--- config.mk ---
export PLATFORM = sky130hd
export DESIGN_NAME = mnw_attr_store
export DESIGN_NICKNAME = d
export VERILOG_FILES = /design/src/hdl/mnw_attr_store.sv
export SDC_FILE = /design/constraint.sdc
export NUM_CORES = 1
export LEC_CHECK = 0
export ABC_AREA = 1
export BUFFER_PORTS_ARGS = -buffer_cell sky130_fd_sc_hd__buf_2
export CORE_ASPECT_RATIO = 0.5
export CORE_MARGIN = 1
export CORE_UTILIZATION = 47
export DETAILED_ROUTE_END_ITERATION = 12
export PLACE_DENSITY = 0.6
export SYNTH_ARGS = -nofsm -noshare
export SYNTH_HDL_FRONTEND = slang
export SYNTH_SLANG_ARGS = --single-unit
--- constraint.sdc ---
create_clock -name clk -period 3.7 [get_ports clk]
set_clock_uncertainty 0.1 [all_clocks]
set_input_delay 0.37 -clock clk [delete_from_list [all_inputs] [get_ports clk]]
set_output_delay 0.37 -clock clk [all_outputs]
set_load 0.05 [all_outputs]
--- src/hdl/mnw_attr_store.sv ---
// Attribute byte store, all zero after reset.
`default_nettype none

module mnw_attr_store #(
  parameter int Depth = 64,
  parameter int Aw    = 6
) (
  input  wire logic          clk,
  input  wire logic          rst,
  input  wire logic [Aw-1:0] addr,
  input  wire logic          re,
  input  wire logic          we,
  input  wire logic [7:0]    wdata,
  output logic      [7:0]    rdata
);

  logic [7:0]       mem [Depth];
  logic [Depth-1:0] valid;
  logic [7:0]       data_q;
  logic             valid_q;

  // Storage array with a registered read.
  always_ff @(posedge clk) begin
    if (we) begin
      mem[addr] <= wdata;
    end
    if (re) begin
      data_q <= mem[addr];
    end
  end

  // Per-entry valid bits stand in for the zero reset of the array.
  always_ff @(posedge clk) begin
    if (rst) begin
      valid   <= '0;
      valid_q <= 1'b0;
    end else begin
      if (we) begin
        valid[addr] <= 1'b1;
      end
      if (re) begin
        valid_q <= valid[addr];
      end
    end
  end

  assign rdata = valid_q ? data_q : 8'h00;

endmodule

`default_nettype wire

# --- Word level (Yosys, flattened, before mapping) ---
# Memory sizes are Yosys's and may differ from the RTL's. A register that Yosys moved wholly into a read port is not among the register bits.
# Cells that the tools add are included.
totals:
  register_bits: 65
  mem_bits_rw: 512
  inputBits: 18
  output_inout_bits: 8
  elab_cells: 14
  memories: 1
op_classes:
  order_cmp: 2
  n_mux: 7
  bitwise: 1
  reduce_logical: 1
mem_list:
  columns: ["name", "words", "word_bits", "rd", "rd_ports_with_merged_regs", "wr", "line", "rtl"]
  rows:
  - ["mem", 64, 8, 1, 1, 1, "17", "logic [7:0] mem [Depth];"]
ops:
  columns: ["operator", "count"]
  rows:
  - ["64-bit OR", 1]
  - ["8-bit 2-to-1 mux", 1]
  - ["6-bit by 7-bit less-than comparator with 1-bit output (second input constant)", 1]
  - ["1-bit binary-select mux with 6-bit select", 1]
  - ["1-bit demux with 6-bit select", 1]
  - ["6-bit by 1-bit greater-or-equal comparator with 1-bit output (second input constant)", 1]
  - ["1-bit 2-to-1 mux", 4]
  - ["1-bit logical AND", 1]

# --- Depth between registers and ports, before layout ---
depth:
  depth_word: 5
  ltp_mapped: 14
  depth_no_buf: 12

# --- Worst setup path before layout ---
# OpenSTA, ideal clock, no wires.
synth_timing:
  path_kind: "input to register"
  from: "in addr[2]"
  to: "mem mem[40][0], enable pin"
  setup_time_ns: 0.386
  arrival_ns: 1.665
  slack_ns: 1.549
  path_stages: 7
  path_buffers: 2
  cell_sequence: "buf_6 inv_4 nand2_2 nor2_4 buf_4 inv_2 nor3_1"
synth_lines:
  columns: ["item", "line", "rtl"]
  rows:
  - ["start, declared", "10", "input wire logic [Aw-1:0] addr,"]
  - ["end, declared", "17", null]
# No word-level cell before the write port.

==> metrics <==
ratio of final minimum period to clock period=a little under two thirds; first-pass GRT wire length=roughly 100 mm; grt total ovfl=0; count of unique library cells instantiated by Yosys=33; number of warning messages in the yosys log=0; number of antenna violations at the first check in global routing=0; std cell rows=58; longest individual stage delay on the worst path=360 ps; placer's final routability congestion estimate=about 0.90; Critical R2R Capture=data_q[2]$_DFFE_PP_; CTS root buffer=clkbuf_16; Final Instance Area=around 27000 um2; core footprint=about 50000 um2; clock tree from TritonCTS=yes; number of vias per cell after detailed routing=approximately 5.3; kind of capture point of the worst setup path=flip-flop; number of global-route vias before repair=between 15000 and 20000; Endpoint, Worst Hold=data_q[2]$_DFFE_PP_; Period minus WS final=about 2400 ps; most numerous cell on the critical path=nand2_1; power density of the placed cells=503 nW/um2; number of diodes added for antenna fixing=0; DRT iter0 DRCs=between 1500 and 2000; all-layer global routing usage=between 20% and 30%; number of buffers between clock root and the deepest sink=3; post-synthesis cell count=approximately 2300; number of CTS-inserted buffers=between 50 and 60; number of setup violations in the final report=0; number of clock sinks=between 500 and 600; overall power=~14 mW; routed wire length=65.6 mm; class of the most critical hold timing path=primary input to flip-flop; die span in y=162 um; RSZ-0062 raised after global routing=false; VDD IR max=0.367 mV; clock network latency to the later pin of the worst-skew pair=600 ps; startpoint of the worst hold path=re; Max FO, Critical Path=37; number of non-filler instances in the completed layout=roughly 3100; count of state elements after synthesis=approximately 600; Fill cells=around 4400; CTS clock-pin slew for the worst setup and hold paths=about 70 ps; cells along the critical path=buf_2 -> inv_4 -> nand2_2 -> nor2_4 -> buf_4 -> nand2_1 -> nand2_1 -> inv_1 -> nand4_1 -> nand2_1 -> nand2_1 -> nor2_1 -> nand2_1; nets=between 2000 and 2500; leakage component of the power=approximately 10 nW; largest net degree at the start of global routing=92; share of the core filled with cells=roughly 54%; Synthesized Nets=approximately 2300; number of max-capacitance violations reported=0; standard cell with the maximum stage delay on the critical path=buf_2; detailed placement HPWL=about 40 mm; critical path start-end classification=primary input to flip-flop; Top Ports=26; average wire per cell in the routed design=21.2 um; Setup crit start kind=primary input; sequential cell area fraction in the yosys report=roughly 70%; area of the die=52300 um2; number of hold violations in the final report=0; number of slew-limit violations in the final report=0; critical path arrival=approximately 2600 ps; average size of a mapped cell=10.5 um2; die width=322 um; Post-Route Setup TNS=0 ps; Post-CTS Hold Buffers=0; Port-buffer cells=25; share of post-route cells with drive strength above 1=between 10 and 15%; DRC errors left=0; antenna viol nets, final=0; number of search-and-repair iterations in the first detailed-routing pass=5; area of placed instances=around 25000 um2; start of the worst register-to-register path=mem[45][2]$_DFFE_PP_; required time of the critical path=slightly below 4000 ps; highest clock rate=423 MHz; number of vias in the routed layout=about 16000; setup slack of the worst register-to-register path=roughly 1800 ps; Area Overhead vs Synth=11.9%; number of placed cells counting well taps=between 2000 and 3000; actual slew at the worst max-slew pin=~1200 ps; cells resized by post-CTS repair=0; Synth Cell Area=24100 um2; cell depth of the worst min-delay path=1; depth of the worst register-to-register path=8; CTS HTree Levels=2; Initial Util=47.8%; Post CTS Setup Buffer Count=0; tightest slew margin relative to the limit=16.8%; outcome=finished clean
per-layer routing:
metal	global-route usage, %	vias up	wire (um)
met5	0	-	0
met4	5.19	0	1120
met3	5.51	78	5910
met2	37.4	605	28300
met1	38.5	7899	30400
li1	-	7676	-
worst max-delay path by stage:
| stage | startpoint | slack, ps | endpoint | cells after the start |
|---|---|---|---|---|
| floorplan | addr[2] | 1550 | mem[40][0]$_DFFE_PP_ | 7 |
| global placement | addr[2] | 820 | data_q[4]$_DFFE_PP_ | 13 |
| detailed placement | addr[2] | 800 | data_q[4]$_DFFE_PP_ | 13 |
| CTS | addr[2] | 1410 | data_q[4]$_DFFE_PP_ | 13 |
| global route | addr[2] | 1310 | data_q[4]$_DFFE_PP_ | 13 |
| finish | addr[2] | 1340 | data_q[4]$_DFFE_PP_ | 13 |
power breakdown:
| group | switching [mW] | internal (mW) | leakage [nW] |
|---|---|---|---|
| combinational | 0.645 | 0.195 | 4.44 |
| clock | 2.42 | 3.08 | 0.818 |
| sequential | 0.0184 | 7.24 | 5.21 |
| total | 3.08 | 10.5 | 10.5 |
area by class of cell:
type / instances / area [um2] / share of cell area [%]
clock inverters: 20 / 236 / 0.876
well taps: 690 / 863 / 3.20
clock buffers: 77 / 1460 / 5.39
inverters: 85 / 329 / 1.22
multi-input cells: 1517 / 6280 / 23.3
repair buffers: 117 / 915 / 3.39
flip-flops and latches: 585 / 16900 / 62.7
state kept, by name (all words and copies together), names as in the netlist:
name     cells
mem        512
valid_q      1
valid       64
data_q       8
cell usage in the layout (no fill, tap or decap):
cell        count
or2_2          10
clkinvlp_4      3
inv_2          16
bufinv_16       5
nor2_8          1
or2_0          19
buf_2          23
nor3_4          5
edfxtp_1      520
clkbuf_1       20
nor2_1        245
nor3_1          2
nand3_1        40
inv_4           2
nand4_1         4
o211ai_1        4
inv_1          66
nor3_2          3
clkinv_2        7
nor2_4          4
o21ai_1         1
a22oi_1         8
nand3b_1        3
clkinv_1        3
a21oi_1       121
inv_6           3
nor2_2          6
o21bai_1        1
nand2_2         4
buf_4          86
buf_12          7
or2_1           1
nand2_1       985
clkbuf_8        5
nor4_4          1
and3_1          3
dfxtp_1        65
clkbuf_16      53
o21ai_0        46
worst max-delay path: cells and delay by family:
kind	cells	cell delay (ps)
buffers and inverters	4	980
and+or+nand+nor	9	1190
synth_stat cells (all sizes together):
master  number  share of area (%)
nand2      989                 15
edfxtp     520                 65
nor2       256                4.2
a21oi      121                2.5
buf         86                2.2
inv         85                1.4
dfxtp       65                5.4
o21ai       47               0.98
nand3       40               0.83
or2         30               0.78
clkbuf      17               0.26
nor3        10               0.50
a22oi        8               0.25
nand4        4               0.10
o211ai       4               0.12
and3         3              0.078
nand3b       3              0.093
nor4         1              0.088
o21bai       1              0.031
per-stage QoR:
step | worst slack [ps] | hold slack, ps
2_1_floorplan | 1550 | 333
3_3_place_gp | 819 | 342
3_5_place_dp | 805 | 354
4_1_cts | 1410 | 70.6
5_1_grt | 1310 | 73.8
6_report | 1340 | 88.7
kinds of logic (layout without fill, tap and decap cells):
family	after synthesis	after routing	synth area share [%]
buffers and inverters	188	299	3.85
DFF	585	585	70.1
and+or+nand+nor	1336	1336	22.1
AOI/OAI and AO/OA	181	181	3.89
Power figures use the tool's default switching activity.
